==> src/hdl/sarc_ram.sv <==
// ----------------------------------------------------------------------------
// sarc_ram
// Generic single-port-write, single-port-read RAM with registered read data.
// ----------------------------------------------------------------------------
module sarc_ram #(
  parameter int WIDTH = 8,
  parameter int DEPTH = 16
) (
  input  logic                     clk,
  input  logic                     we,
  input  logic [$clog2(DEPTH)-1:0] waddr,
  input  logic [WIDTH-1:0]         wdata,
  input  logic                     re,
  input  logic [$clog2(DEPTH)-1:0] raddr,
  output logic [WIDTH-1:0]         rdata
);

  logic [WIDTH-1:0] mem [DEPTH];

  always_ff @(posedge clk) begin
    if (we) begin
      mem[waddr] <= wdata;
    end
    if (re) begin
      rdata <= mem[raddr];
    end
  end

endmodule

==> config.mk <==
export PLATFORM = sky130hd
export DESIGN_NAME = sarc_ram
export DESIGN_NICKNAME = d
export VERILOG_FILES = /design/src/hdl/sarc_ram.sv
export SDC_FILE = /design/constraint.sdc
export NUM_CORES = 1
export LEC_CHECK = 0
export BUFFER_PORTS_ARGS = -buffer_cell sky130_fd_sc_hd__buf_2
export CAP_MARGIN = 20
export CORE_AREA = 2 2 87 122
export DETAILED_ROUTE_END_ITERATION = 16
export DIE_AREA = 0 0 89 124
export PLACE_DENSITY = 0.73
export SLEW_MARGIN = 10
export SYNTH_ARGS = -nofsm -noshare
export SYNTH_HDL_FRONTEND = slang
export SYNTH_SLANG_ARGS = --single-unit
==> constraint.sdc <==
create_clock -name clk -period 1.96 [get_ports clk]
set_clock_uncertainty 0.2 [all_clocks]
set_input_delay 0.392 -clock clk [delete_from_list [all_inputs] [get_ports clk]]
set_output_delay 0.392 -clock clk [all_outputs]
set_load 0.1 [all_outputs]
==> impl_metrics.toml <==
[worst_hold_path]
hold_class = "in2reg"
whs_path_depth = 1
hold_end = "rdata[1]"
hold_start = "re"

[cts]
cts-root-buf = "clkbuf_16"
clk_latency_ns = 0.40
cts_buffers = 17
cts_resized = 0
clkTransAtPathRegs_ns = 0.06
cts_tree = "done"
post_cts_buffers = 0
cts.sink_count = 136
cts_hold_buf = 0
htreeDepth = 4
cts_buffer_depth = 2

[synthesis]
avgSynthCellArea_um2 = 22.83
netlist_instances = 229
yosysUniqueCellTypes = 18
yosysSeqAreaShare_pct = 78.12
ys_ff_latch = 136
netlist_area_um2 = 5228
synth_fp_nets = 248
yosysWarnings = 0

[sta]
rsz0062_at_grt = "no"
fmax_mhz = 570.5
period_needed_ns = 1.753
tns_ns = 0
hold_slack_ns = 0.1532
slew-limit-headroom_pct = 50.21
tightest_slew_ns = 0.7441
setup_viol = 0
min_period_over_period_pct = 89.42
drv_slew = 0
finalHoldViolations = 0

[global_routing]
use_met1_pct = 23.48
busiest_layer = "met2"
met2_usage_pct = 34.61
grt_max_degree = 20
track_usage_pct = 20.18
grt_pass1_wl_um = 15080
grt_pass1_vias = 2652
use_met3_pct = 6.229
antenna_found_initial = 0
grt-ovfl-total = 0

[worst_setup_path]
r2r_end = "rdata[0]"
crit_path_start_kind = "register"
crit_arrival_ns = 1.16
r2r_slack_ns = 0.23
end_kind = "primary output"
rr_worst_depth = 3
crit_family = "buffers and inverters"
path_class = "reg2out"
required_ns = 1.37
crit_chain = "buf_2"
path_buf_inv = 1
cp_slowest_cell = "buf_2"
reg2reg_from = "mem[1][0]"
path_max_fanout = 1
slowest_delay_ns = 0.43

[detailed_routing]
drt-vias-per-instance = 5.661
dr_total_vias = 2485
wl_per_cell_um = 22.21
detail-route-antenna-nets = 0
drtIter0Drc = 228
drc = 0
drt-pass1-iter-count = 4
wl_um = 9749

[floorplanning]
rows = 43
start_util_pct = 52.81
die_h_um = 124
dieArea_um2 = 11040
core_area_um2 = 9899
die_w_um = 89
io_pins = 27

[final_layout]
fillers = 687
area_delta_synth_final_pct = 20.23
drive_above_1_share_pct = 33.88
n_antenna_cell = 0
stdcell_area_um2 = 6285
nNetsFinal = 310

[run]
cap_viol_max_count = 0

[placement]
portBuffers = 26
placed_area_um2 = 5698
dp_hpwl_um = 6367
gp_congestion = 0.7975

[power]
p_leak_uw = 0.002161
powerDensity_nw_per_um2 = 1078
ir_drop_v = 0.0007794

[outcome]
status = "completed"
-- where the power goes --
group / internal (uW) / switching, uW / total, uW
combinational: 140 / 270 / 410
clock: 1980 / 1090 / 3070
sequential: 3280 / 16.1 / 3290
total: 5400 / 1370 / 6780
-- worst max path at each step --
stage,start,end,cells after the start
2_1_floorplan,raddr[0],rdata[1],5
4_1_cts,rdata[1],rdata[1],1
5_1_grt,rdata[7],rdata[7],1
6_report,rdata[1],rdata[1],1
3_3_place_gp,raddr[0],rdata[5],5
3_5_place_dp,raddr[0],rdata[2],5
-- cells in the final DEF (no fill, tap or decap), types with 2 or more instances in the layout --
cell type,synthesis,final
a22oi_1,16,16
buf_12,0,4
buf_2,3,26
buf_4,1,23
bufinv_16,0,3
clkbuf_16,0,17
clkinv_2,0,6
clkinv_4,0,3
edfxtp_1,136,136
mux4_1,14,14
mux4_2,18,18
nand2_1,9,9
nand2b_1,2,2
nand3b_1,2,2
nor2_1,13,13
nor3_1,4,3
-- flip-flops by register name, indices dropped and copies added (netlist names) --
signal  cells
rdata       8
mem       128
-- synth_stat cells --
cell,instances,area share (%)
nand3b_1,2,0.29
a22oi_1,16,2.3
or3b_2,1,0.17
buf_4,1,0.14
mux4_1,14,7.0
edfxtp_1,136,78
nand2b_1,2,0.24
buf_2,3,0.29
mux4_2,18,7.8
nand3_1,1,0.096
nand2_1,9,0.65
buf_6,3,0.65
nor2_1,13,0.93
and2b_1,1,0.14
clkdlybuf4s25_2,3,0.57
and2_1,1,0.12
nor2b_1,1,0.12
nor3_1,4,0.38
-- routing by layer --
layer | wire length (um) | part of all wire (%)
met3 | 610 | 6.3
met1 | 3667 | 38
met2 | 5316 | 55
met5 | 0 | 0
met4 | 155 | 1.6
-- logic make-up (layout without fill, tap and decap cells) --
logic type             Yosys count  after routing  synth area share (%)
multiplexers                    32             32                 14.79
buffers and inverters           10             85                 1.651
flip-flops                     136            136                 78.12
AND/OR/NAND/NOR                 35             35                 3.136
AO/OA/AOI/OAI                   16             16                 2.298
-- cell type report --
type	count	area, um^2	share of cell area [%]
clock inverter	14	157.7	2.508
clock buffer	18	429.2	6.829
sequential	136	4084	64.98
tap	135	168.9	2.688
multi-input combinational	83	1062	16.90
timing repair buffer	53	382.9	6.092
-- metrics by stage --
step,power [uW],util (%),cells,setup WS [ns]
after global placement,3752,57.56,407,-0.1529
after detailed placement,3766,57.56,407,-0.1602
after floorplan,3619,-,229,0.08559
after CTS,6839,63.49,439,0.1706
after global routing,6980,63.49,439,0.1460
final,6776,63.49,439,0.2073
Note: power is estimated with default switching activity, not from simulation.
