--- src/hdl/sarc_pkg.sv ---
// ----------------------------------------------------------------------------
// sarc_pkg
// Shared constants and types for the slot allocator with reference counts.
// ----------------------------------------------------------------------------
package sarc_pkg;

  localparam int SLOTS_DEFAULT    = 1024;
  localparam int REF_BITS_DEFAULT = 16;

  // fixed field widths of the stream words
  localparam int FUNC_W  = 3;
  localparam int SLOT_W  = 10;
  localparam int LIMIT_W = 11;
  localparam int STAT_W  = 3;
  localparam int REFS_W  = 16;

  localparam logic [LIMIT_W-1:0] LIMIT_RESET = 11'd1024;

  // operation codes
  localparam logic [FUNC_W-1:0] FN_ALLOC  = 3'd0;
  localparam logic [FUNC_W-1:0] FN_FREE   = 3'd1;
  localparam logic [FUNC_W-1:0] FN_LOOKUP = 3'd2;
  localparam logic [FUNC_W-1:0] FN_UNREF  = 3'd3;
  localparam logic [FUNC_W-1:0] FN_RETIRE = 3'd4;

  // result status codes
  localparam logic [STAT_W-1:0] ST_OK    = 3'd0;
  localparam logic [STAT_W-1:0] ST_FULL  = 3'd1;
  localparam logic [STAT_W-1:0] ST_DEAD  = 3'd2;
  localparam logic [STAT_W-1:0] ST_BUSY  = 3'd3;
  localparam logic [STAT_W-1:0] ST_UNDER = 3'd4;
  localparam logic [STAT_W-1:0] ST_OVER  = 3'd5;

  // update controls from the execute logic to the state holders
  typedef struct packed {
    logic [STAT_W-1:0] status;
    logic              tbl_we;
    logic              push;
    logic              pop;
    logic              live_inc;
    logic              live_dec;
  } sarc_ctl_t;

endpackage

--- src/hdl/sarc_exec.sv ---
// ----------------------------------------------------------------------------
// sarc_exec
// Modify step: decides one operation from the slot entry and free-stack word
// read when the word was accepted, and produces the write-back and result.
// ----------------------------------------------------------------------------
module sarc_exec #(
  parameter int SLOTS    = sarc_pkg::SLOTS_DEFAULT,
  parameter int REF_BITS = sarc_pkg::REF_BITS_DEFAULT
) (
  input  logic [sarc_pkg::FUNC_W-1:0]  func,
  input  logic [sarc_pkg::SLOT_W-1:0]  slot,
  input  logic [REF_BITS+1:0]          entry,     // {live, refable, count}
  input  logic [$clog2(SLOTS)-1:0]     fs_data,
  input  logic [$clog2(SLOTS+1)-1:0]   free_top,
  input  logic [$clog2(SLOTS+1)-1:0]   live_count,
  input  logic [sarc_pkg::LIMIT_W-1:0] slot_limit,
  output sarc_pkg::sarc_ctl_t          ctl,
  output logic [$clog2(SLOTS)-1:0]     addr,
  output logic [REF_BITS+1:0]          wdata,
  output logic [sarc_pkg::SLOT_W-1:0]  slot_out,
  output logic [REF_BITS-1:0]          refs
);

  localparam int SIDX = $clog2(SLOTS);

  logic [31:0]         lim;
  logic                in_range;
  logic                live;
  logic                refable;
  logic [REF_BITS-1:0] cnt;

  assign live     = entry[REF_BITS+1];
  assign refable  = entry[REF_BITS];
  assign cnt      = entry[REF_BITS-1:0];
  assign in_range = 32'(slot) < 32'(SLOTS);
  assign lim      = (32'(slot_limit) < 32'(SLOTS)) ? 32'(slot_limit) : 32'(SLOTS);

  always_comb begin
    ctl        = '0;
    ctl.status = sarc_pkg::ST_OK;
    addr       = SIDX'(slot);
    wdata      = entry;
    slot_out   = slot;
    refs       = '0;
    if (func == sarc_pkg::FN_ALLOC) begin
      if (32'(live_count) >= lim) begin
        ctl.status = sarc_pkg::ST_FULL;
        slot_out   = '0;
      end else begin
        // reuse the most recently freed slot, else the next fresh one
        addr         = (free_top != '0) ? fs_data : SIDX'(live_count);
        ctl.pop      = (free_top != '0);
        ctl.live_inc = 1'b1;
        ctl.tbl_we   = 1'b1;
        wdata        = {1'b1, 1'b1, {REF_BITS{1'b0}}};
        slot_out     = sarc_pkg::SLOT_W'(addr);
      end
    end else if (func > sarc_pkg::FN_RETIRE || !in_range || !live) begin
      ctl.status = sarc_pkg::ST_DEAD;
    end else begin
      refs = cnt;
      case (func)
        sarc_pkg::FN_FREE: begin
          if (cnt != '0) begin
            ctl.status = sarc_pkg::ST_BUSY;
          end else begin
            ctl.tbl_we   = 1'b1;
            wdata        = '0;
            ctl.push     = (32'(free_top) < 32'(SLOTS));
            ctl.live_dec = (live_count != '0);
          end
        end
        sarc_pkg::FN_LOOKUP: begin
          if (!refable) begin
            ctl.status = sarc_pkg::ST_DEAD;
          end else if (cnt == {REF_BITS{1'b1}}) begin
            ctl.status = sarc_pkg::ST_OVER;
          end else begin
            refs       = cnt + REF_BITS'(1);
            ctl.tbl_we = 1'b1;
            wdata      = {live, refable, refs};
          end
        end
        sarc_pkg::FN_UNREF: begin
          if (cnt == '0) begin
            ctl.status = sarc_pkg::ST_UNDER;
          end else begin
            refs       = cnt - REF_BITS'(1);
            ctl.tbl_we = 1'b1;
            wdata      = {live, refable, refs};
          end
        end
        default: begin
          // retire
          ctl.tbl_we = 1'b1;
          wdata      = {live, 1'b0, cnt};
        end
      endcase
    end
  end

endmodule

--- config.mk ---
export PLATFORM = sky130hd
export DESIGN_NAME = sarc_exec
export DESIGN_NICKNAME = d
export VERILOG_FILES = /design/src/hdl/sarc_pkg.sv /design/src/hdl/sarc_exec.sv
export SDC_FILE = /design/constraint.sdc
export NUM_CORES = 1
export LEC_CHECK = 0
export CAP_MARGIN = 30
export CELL_PAD_IN_SITES_DETAIL_PLACEMENT = 0
export CELL_PAD_IN_SITES_GLOBAL_PLACEMENT = 1
export CORE_MARGIN = 2
export CORE_UTILIZATION = 45
export DETAILED_ROUTE_END_ITERATION = 10
export DONT_BUFFER_PORTS = 1
export GPL_TIMING_DRIVEN = 0
export PLACE_DENSITY = 0.94
export SYNTH_ARGS = -nofsm -noshare
export SYNTH_HDL_FRONTEND = slang
export SYNTH_SLANG_ARGS = --single-unit
--- constraint.sdc ---
create_clock -name vclk -period 4.1
set_clock_uncertainty 0.1 [all_clocks]
set_input_delay 0.82 -clock vclk [all_inputs]
set_output_delay 0.82 -clock vclk [all_outputs]
set_load 0.01 [all_outputs]
==> results of run 1 <==
==> per-layer routing <==
metal | share of wire | GRT usage | vias to the layer above
met1 | 0.40 | 0.341 | 1438
met4 | 0.023 | 0.0768 | 0
met5 | 0 | 0 | -
met2 | 0.49 | 0.515 | 178
li1 | - | - | 1417
met3 | 0.092 | 0.0640 | 23
==> layout by cell type, fill, tap and decap left out, types with 6 or more instances in the layout <==
cell type and count:
nor2_1 41, nand2_1 38, a21o_1 23, a21oi_1 19, nor3_1 16, nand3_1 16
ha_1 15, o21ai_0 14, clkbuf_1 12, inv_1 11, nand4_1 11, mux2i_1 11
nor4_1 10, nor2b_1 8, a31oi_1 7, buf_6 6, and3_1 6, a22oi_1 6
==> power by group through the flow <==
stage / logic, W / clock network (W) / registers [W]
after global routing: 0.000255 / 0 / 0
final: 0.000236 / 0 / 0
after global placement: 0.000227 / 0 / 0
after detailed placement: 0.000230 / 0 / 0
after floorplan: 0.000186 / 0 / 0
after CTS: 0.000231 / 0 / 0
==> layout make-up <==
cell class | count | share of cell area
inverters | 14 | 0.0217
well taps | 70 | 0.0345
plain buffers | 31 | 0.0833
multi-input cells | 332 | 0.861
==> synthesized netlist by cell type, types with 4 or more instances <==
library cell  number  area share
nor2_1            41       0.063
nand2_1           38       0.059
a21o_1            23       0.071
a21oi_1           19       0.039
nand3_1           16       0.033
nor3_1            16       0.033
clkbuf_1          15       0.023
ha_1              15       0.077
o21ai_0           14       0.029
inv_1             12       0.019
nor4_1            12       0.031
mux2i_1           11       0.045
nand4_1           11       0.028
nor2b_1            8       0.021
a31oi_1            7       0.018
a22oi_1            6       0.019
and3_1             6       0.015
buf_6              6       0.028
o211ai_1           5       0.015
o31ai_1            5       0.015
or3_1              5       0.013
a211oi_1           4       0.012
==> kinds of logic (layout without fill, tap and decap cells) <==
group | count (synthesis) | after routing
compound gates | 114 | 114
xor+xnor | 5 | 5
fa+ha+maj | 15 | 15
mux | 14 | 14
buf+inv | 45 | 45
simple gates | 184 | 184
==> worst min path at each step <==
stage / slack, ns / to / from
after global routing: 1.59 / ctl[3] / free_top[10]
final: 1.59 / ctl[3] / free_top[10]
after CTS: 1.59 / ctl[3] / free_top[10]
after global placement: 1.59 / ctl[3] / free_top[10]
after floorplan: 1.59 / ctl[3] / free_top[10]
after detailed placement: 1.59 / ctl[3] / free_top[10]
==> per-stage QoR <==
step	instance area, µm²	hold slack [ns]	utilization	std cells	setup slack (ns)
CTS	2520	1.59	0.487	447	0.0346
detailed placement	2520	1.59	0.487	447	0.0508
finish	2540	1.59	0.491	447	0.120
floorplan	2430	1.59	-	377	0.421
global route	2540	1.59	0.491	447	0.0411
global placement	2520	1.59	0.487	447	0.0903
==> impl_results.md, run 1 <==
* Die width at 77.5 µm
* Count of cell types in the netlist at 70
* Fraction of layout cells with a size suffix above 1 at 0.133
* Static leakage at 1.14 nW
* Register area at 0 µm²
* TNS Setup at 0 ns
* Critical Path Max Stage Delay at 0.40 ns
* Startpoint types: input port
* Final Hold Viols at 0
* Clkbuf count at 0
* Die H at 77.5 µm
* Remaining DRCs at 0
* Crit path to: wdata[4]
* Core area at 5170 µm²
* RSZ-0062 raised after global routing: false
* # setup viols final at 0
* Postcts setup bufs at 0
* Number of max-cap violations at 0
* Number of hold buffers added after CTS at 0
* Sw Ratio at 0.636
* Post-route antenna net violation count at 0
* Area growth syn-to-layout at 4.32%
* Sequential power share at 0
* Num rows at 26
* Main combinational cell family by area after synthesis: simple AND/OR/NAND/NOR gates
* Fin crit share at 0.971
* Pin count of the biggest net entering global routing at 11
* Clock share of power at 0
* Total congestion overflow at 0
* Most common cell on crit path: buf_6
* Mux share of post-synthesis cell area at 0.0591
* Initial Util at 0.470
* Compound-Gate Fraction of Synth Area at 0.324
* Worst-margin pin slew at 0.695 ns
* Combinational power share at 1.000
* Max-slew violation count at 0
* Nets at 468
* Peak VDD IR at 49.7 µV
* CP arrival at 3.06 ns
* Critical Path Stages at 12
* ANT cells at 0
* Area of the multi-input gates at 2180 µm²
* Worst path cell trace: clkbuf_1, inv_2, ha_1, nor4b_4, nand3_4, nor2_8, inv_4, a21o_1, buf_6, and2_4, buf_6, a221o_1
* Worst Setup SP: entry[0]
* Post-Syn Area at 2430 µm²
* Total GRT Usage at 0.286
* Detailed-route wire length per cell at 20.5 µm
* Minimum clock period at 3.98 ns
* Pwr/cell area at 92.9 nW/µm²
* IO Pins at 136
* Switching power at 0.000150 W
* Worst hold stages at 1
* Routed WL at 9.17 mm
* Slew margin rel. at 0.535
* CP top delay family: simple AND/OR/NAND/NOR gates
* Via count at 3056
* First-pass GRT wire length at 14.3 mm
* Worst Hold Class: in2out
* Detailed Route Iter0 Violations at 236
* Via density at 6.84
* Fmax at 251 MHz
* Num sequential at 0
* Filler instances at 557
* Adder-Cell Fraction of Synth Area at 0.0771
* Post-synthesis xor/xnor area fraction at 0.0180
* Initial antenna violation count at 0
* Yosys warnings at 0
* CP Buf/Inv Count at 5
* Dpl hpwl at 7.24 mm
* CP max stage cell: a221o_1
* Syn Inst Count at 377
* Setup Crit Path Kind: in2out
* Sequential element share of the synthesized area at 0
* DIE AREA at 6010 µm²
* P_int at 0.0000858 W
* Simple-gate portion of the synthesized area at 0.413
* Status: finished clean
* Buffers on Ports at 0
* Gp weighted congestion at 0.966
* DR pass1 iterations at 5
* Overall power at 0.000236 W
* Syn Area/Cell at 6.46 µm²
* Critical path peak fanout at 10
* Critical path data required time at 3.18 ns
* Synthesized net count at 466
* Vias in the first global route at 2957
* # resized after CTS at 0
* Crit end category: primary output
(Power assumes the default switching activity.)
==> run 2: changes to the inputs <==
- ABC_AREA: unset -> 1
- CORE_UTILIZATION: 45 -> 42
- PLACE_DENSITY: 0.94 -> 0.95
==> run 2 against run 1 <==
- first-iteration DRC count grew 45%
- global-route usage shrank 2.5 points
- worst hold slack is essentially flat
==> impl_results.md, run 2 <==
* Pin count of the biggest net entering global routing at 11 (unchanged)
* Peak VDD IR at 53.8 µV (was 49.7 µV)
* DR pass1 iterations at 5 (unchanged)
* Static leakage at 1.54 nW (was 1.14 nW)
* Total congestion overflow at 0 (unchanged)
* Syn Inst Count at 554 (was 377)
* DIE AREA at 7000 µm² (was 6010 µm²)
* Metal2 WL at 4.52 mm (was 4.45 mm)
* Via count at 3616 (was 3056)
* Most frequent cell after synthesis: nand2_1 (was nor2_1)
* IO Pins at 136 (unchanged)
* Count of cell types in the netlist at 32 (was 70)
* Max-slew violation count at 0 (unchanged)
* Commonest cells in the netlist: 210 x nand2_1, 68 x nand3_1, 64 x inv_1, 40 x nor2_1, 37 x o21ai_0 (was 41 x nor2_1, 38 x nand2_1, 23 x a21o_1, 19 x a21oi_1)
* Critical path peak fanout at 10 (unchanged)
* Detailed Route Iter0 Violations at 342 (was 236)
* Fraction of layout cells with a size suffix above 1 at 0.0975 (was 0.133)
* Fmax at 269 MHz (was 251 MHz)
* Met1 wire length at 4.23 mm (was 3.65 mm)
* Dpl hpwl at 7.98 mm (was 7.24 mm)
* Status: finished clean (unchanged)
* TNS Setup at 0 ns (unchanged)
* Remaining DRCs at 0 (unchanged)
* Die width at 83.6 µm (was 77.5 µm)
* Worst Hold Class: in2out (unchanged)
* Worst Setup SP: slot_limit[10] (was entry[0])
* Final instance area at 2760 µm² (was 2540 µm²)
* Detail Route met3 WL at 977 µm (was 847 µm)
* Total GRT Usage at 0.262 (was 0.286)
* ANT cells at 0 (unchanged)
* CP arrival at 2.80 ns (was 3.06 ns)
* Number of hold buffers added after CTS at 0 (unchanged)
* RSZ-0062 raised after global routing: false (unchanged)
* Post-route antenna net violation count at 0 (unchanged)
* Pwr/cell area at 89.9 nW/µm² (was 92.9 nW/µm²)
* Share of the synthesized area in the top cell type at 0.296 (was 0.0771)
* Yosys warnings at 0 (unchanged)
* Buffers on Ports at 0 (unchanged)
* Number of max-cap violations at 0 (unchanged)
* Slew margin rel. at 0.657 (was 0.535)
* Setup Crit Path Kind: in2out (unchanged)
* # resized after CTS at 0 (unchanged)
* Num rows at 29 (was 26)
* Nets at 645 (was 468)
* Worst hold stages at 1 (unchanged)
* Detailed-route wire length per cell at 15.7 µm (was 20.5 µm)
* Syn Area/Cell at 4.81 µm² (was 6.46 µm²)
* Placed inst area at 2760 µm² (was 2520 µm²)
* # setup viols final at 0 (unchanged)
* Gp weighted congestion at 1.03 (was 0.966)
* Sequential element share of the synthesized area at 0 (unchanged)
* Area leader, netlist: nand2_1 (was ha_1)
* Hold slack at 1.59 ns (about the same)
* Core area at 6240 µm² (was 5170 µm²)
* Synth top area cells: nand2_1 30%, nand3_1 13%, inv_1 9.0%, ha_1 7.0%, o21ai_0 7.0% (was ha_1 7.7%, a21o_1 7.1%, nor2_1 6.3%, nand2_1 5.9%, mux2i_1 4.5%)
* Initial antenna violation count at 0 (unchanged)
* DR top layer: met4 (unchanged)
* Die H at 83.6 µm (was 77.5 µm)
* Most frequent cells in the layout: 210 x nand2_1, 68 x nand3_1, 64 x inv_1 (was 41 x nor2_1, 38 x nand2_1, 23 x a21o_1)
* Vias in the first global route at 3231 (was 2957)
* Crit end category: primary output (unchanged)
* First-pass GRT wire length at 15.5 mm (was 14.3 mm)
* Synthesized net count at 643 (was 466)
* Worst-margin pin slew at 0.508 ns (was 0.695 ns)
* Minimum clock period at 3.72 ns (was 3.98 ns)
* Min-delay src: free_top[10] (unchanged)
* Area growth syn-to-layout at 3.62% (was 4.32%)
* Fin crit share at 0.907 (was 0.971)
* Startpoint types: input port (unchanged)
* Critical path data required time at 3.18 ns (about the same)
* Via density at 5.73 (was 6.84)
* Routed WL at 9.88 mm (was 9.17 mm)
* Post-Syn Area at 2660 µm² (was 2430 µm²)
* Commonest non-fill, non-tap cell in the layout: nand2_1 (was nor2_1)
* Num sequential at 0 (unchanged)
* Initial Util at 0.427 (was 0.470)
* Final Hold Viols at 0 (unchanged)
* Postcts setup bufs at 0 (unchanged)
* Register area at 0 µm² (unchanged)
* Clkbuf count at 0 (unchanged)
[run 2: cells by family (layout without fill, tap and decap cells)]
kind of cell    count (synthesis)  count (layout)  synth area share
compound gates                 66              66             0.140
xor+xnor                        3               3           0.00987
fa+ha+maj                      15              15            0.0705
simple gates                  376             376             0.627
buf+inv                        94              94             0.153
[run 2: through the flow]
| step | utilization | setup slack [ns] | total power [W] | cells |
|---|---|---|---|---|
| 6_report | 0.442 | 0.381 | 0.000248 | 631 |
| 5_1_grt | 0.442 | 0.159 | 0.000277 | 631 |
| 4_1_cts | 0.442 | 0.404 | 0.000246 | 631 |
| 3_5_place_dp | 0.442 | 0.410 | 0.000245 | 631 |
| 3_3_place_gp | 0.442 | 0.495 | 0.000239 | 631 |
| 2_1_floorplan | - | 0.771 | 0.000195 | 554 |
[run 2: layout make-up]
| cell class | count | area [µm²] |
|---|---|---|
| fill | 762 | 3480 |
| multi-input combinational | 460 | 2260 |
| inverter | 70 | 263 |
| buffer | 24 | 144 |
| tap | 77 | 96.3 |
[run 2: routing by layer]
layer | vias to the layer above | GRT usage
met5 | - | 0
met4 | 0 | 0.0616
met3 | 12 | 0.0574
met2 | 190 | 0.437
met1 | 1617 | 0.342
li1 | 1797 | -
[run 2: critical path, cell delays in order]
cell and delay (ns):
clkinv_1 0.19, nand2_1 0.13, ha_1 0.26, a21oi_1 0.19
o21a_1 0.14, nand2_1 0.05, a21oi_1 0.16, nand3_1 0.15
buf_4 0.21, buf_4 0.19, o21ai_1 0.29
[run 2: report_power, final]
group	total (W)	internal (W)	switching, W
registers	0	0	0
clock network	0	0	0
logic	0.000248	0.0000736	0.000174
total	0.000248	0.0000736	0.000174
[run 2: final timing paths]
kind | end
worst max-delay path | slot_out[7]
worst min-delay path | ctl[3]
==> run 3: changes to the inputs <==
- RECOVER_POWER: unset -> 50
==> run 3 against run 2 <==
- non-clock buffer count is the same
- largest power group unchanged
- sequential share of layout area is the same
- highest routed layer unchanged
- critical endpoint is now ctl[4]
- routed wire length shrank 0.25%
- die area is the same
- clock-buffer cell count is the same
==> impl_results.md, run 3 (synthesis gave the netlist of run 2 again) <==
* CP max stage cell: ha_1 (was o21ai_1)
* Filler instances at 773 (was 762)
* Worst hold stages at 1 (unchanged)
* Worst slack, placed at 0.410 ns (unchanged)
* Gp weighted congestion at 1.03 (unchanged)
* Via density at 5.74 (was 5.73)
* Number of max-cap violations at 0 (unchanged)
* Pin count of the biggest net entering global routing at 11 (unchanged)
* Static leakage at 1.53 nW (was 1.54 nW)
* Hold Path End: ctl[3] (unchanged)
* Commonest non-fill, non-tap cell in the layout: nand2_1 (unchanged)
* Area growth syn-to-layout at 2.02% (was 3.62%)
* Metal2 WL at 4.47 mm (was 4.52 mm)
* Register area at 0 µm² (unchanged)
* Most frequent cells in the layout: 213 x nand2_1, 69 x nand3_1, 64 x inv_1 (was 210 x nand2_1, 68 x nand3_1, 64 x inv_1)
* Die width at 83.6 µm (unchanged)
* Clkbuf count at 0 (unchanged)
* Peak VDD IR at 52.9 µV (was 53.8 µV)
* DIE AREA at 7000 µm² (unchanged)
* Detailed-route wire length per cell at 15.6 µm (was 15.7 µm)
* Pwr/cell area at 90.4 nW/µm² (was 89.9 nW/µm²)
* Status: finished clean (unchanged)
* Min-delay src: free_top[10] (unchanged)
* Number of hold buffers added after CTS at 0 (unchanged)
* Critical Path Max Stage Delay at 0.38 ns (was 0.29 ns)
* TNS Setup at 0 ns (unchanged)
* Dpl hpwl at 7.98 mm (unchanged)
* Final worst slack at 0.312 ns (was 0.381 ns)
* Num sequential at 0 (unchanged)
* CP arrival at 2.87 ns (was 2.80 ns)
* Core area at 6240 µm² (unchanged)
* Crit end category: primary output (unchanged)
* Initial Util at 0.427 (unchanged)
* Final Hold Viols at 0 (unchanged)
* Overall power at 0.000246 W (was 0.000248 W)
* Initial antenna violation count at 0 (unchanged)
* Vias in the first global route at 3231 (unchanged)
* Buffers on Ports at 0 (unchanged)
* Non-Filler Instances at 631 (unchanged)
* Fraction of layout cells with a size suffix above 1 at 0.0794 (was 0.0975)
* Worst Hold Class: in2out (unchanged)
* Num rows at 29 (unchanged)
* Worst path cell trace: clkinv_1, ha_1, nand2_1, nor4_1, nand4_1, nand3_1, buf_4, clkbuf_2, o21ai_0 (was clkinv_1, nand2_1, ha_1, a21oi_1, o21a_1, nand2_1, a21oi_1, nand3_1, buf_4, buf_4, o21ai_1)
* Post-route antenna net violation count at 0 (unchanged)
* Setup Crit Path Kind: in2out (unchanged)
* Remaining DRCs at 0 (unchanged)
* Critical path peak fanout at 10 (unchanged)
* Via count at 3621 (was 3616)
* Detailed Route Iter0 Violations at 359 (was 342)
* IO Pins at 136 (unchanged)
* # setup viols final at 0 (unchanged)
* Fin crit share at 0.924 (was 0.907)
* ANT cells at 0 (unchanged)
* Fmax at 264 MHz (was 269 MHz)
* DR pass1 iterations at 5 (unchanged)
* DR top layer: met4 (unchanged)
* Startpoint types: input port (unchanged)
* Critical path data required time at 3.18 ns (about the same)
* Hold slack at 1.59 ns (unchanged)
* Worst-margin pin slew at 0.792 ns (was 0.508 ns)
* # resized after CTS at 0 (unchanged)
* RSZ-0062 raised after global routing: false (unchanged)
* First-pass GRT wire length at 15.5 mm (unchanged)
* Slew margin rel. at 0.468 (was 0.657)
* Routed WL at 9.85 mm (was 9.88 mm)
* Met1 wire length at 4.21 mm (was 4.23 mm)
* Detail Route met3 WL at 977 µm (unchanged)
* Minimum clock period at 3.79 ns (was 3.72 ns)
* Die H at 83.6 µm (unchanged)
* Total congestion overflow at 0 (unchanged)
* Postcts setup bufs at 0 (unchanged)
* Nets at 645 (unchanged)
* Max-slew violation count at 0 (unchanged)
* Dpl cells at 631 (unchanged)
* Total GRT Usage at 0.262 (unchanged)
## run 3: changes by cell type in the layout (fill, tap and decap cells not counted), sizes merged
cell	before	now
buf	19	16
clkbuf	5	8
## run 3: how the worst max path moves through the flow
stage	startpoint	end	slack (ns)	cells past startpoint
after floorplan	slot_limit[10]	slot_out[7]	0.77	11
after detailed placement	slot_limit[10]	slot_out[7]	0.41	11
after CTS	slot_limit[10]	slot_out[7]	0.40	11
after global placement	slot_limit[10]	ctl[4]	0.50	9
final	slot_limit[10]	ctl[4]	0.31	9
after global routing	slot_limit[10]	ctl[4]	0.13	9
## run 3: where the power goes
| part | switching [W] | internal, W |
|---|---|---|
| logic | 0.000173 | 0.0000725 |
| registers | 0 | 0 |
| clock network | 0 | 0 |
## run 3: stage by stage
stage	area [µm²]	util
floorplan	2660	-
global placement	2760	0.442
detailed placement	2760	0.442
CTS	2760	0.442
global route	2720	0.435
finish	2720	0.435
## run 3: layout make-up
class	instances	area (µm²)	share of cell area
Inverter	70	263	0.0967
Tap cell	77	96.3	0.0355
Multi-Input combinational cell	460	2230	0.819
Buffer	24	133	0.0488
## run 3: worst max-delay path, delay by kind of cell
kind | cells | cell delay, ns
buf+inv | 3 | 0.67
fa+ha+maj | 1 | 0.38
compound gates | 1 | 0.28
simple gates | 4 | 0.72
## run 3: per-layer routing
layer / vias to the layer above / GRT usage
li1: 1794 / -
met1: 1601 / 0.342
met2: 206 / 0.437
met3: 20 / 0.0574
met4: 0 / 0.0616
met5: - / 0
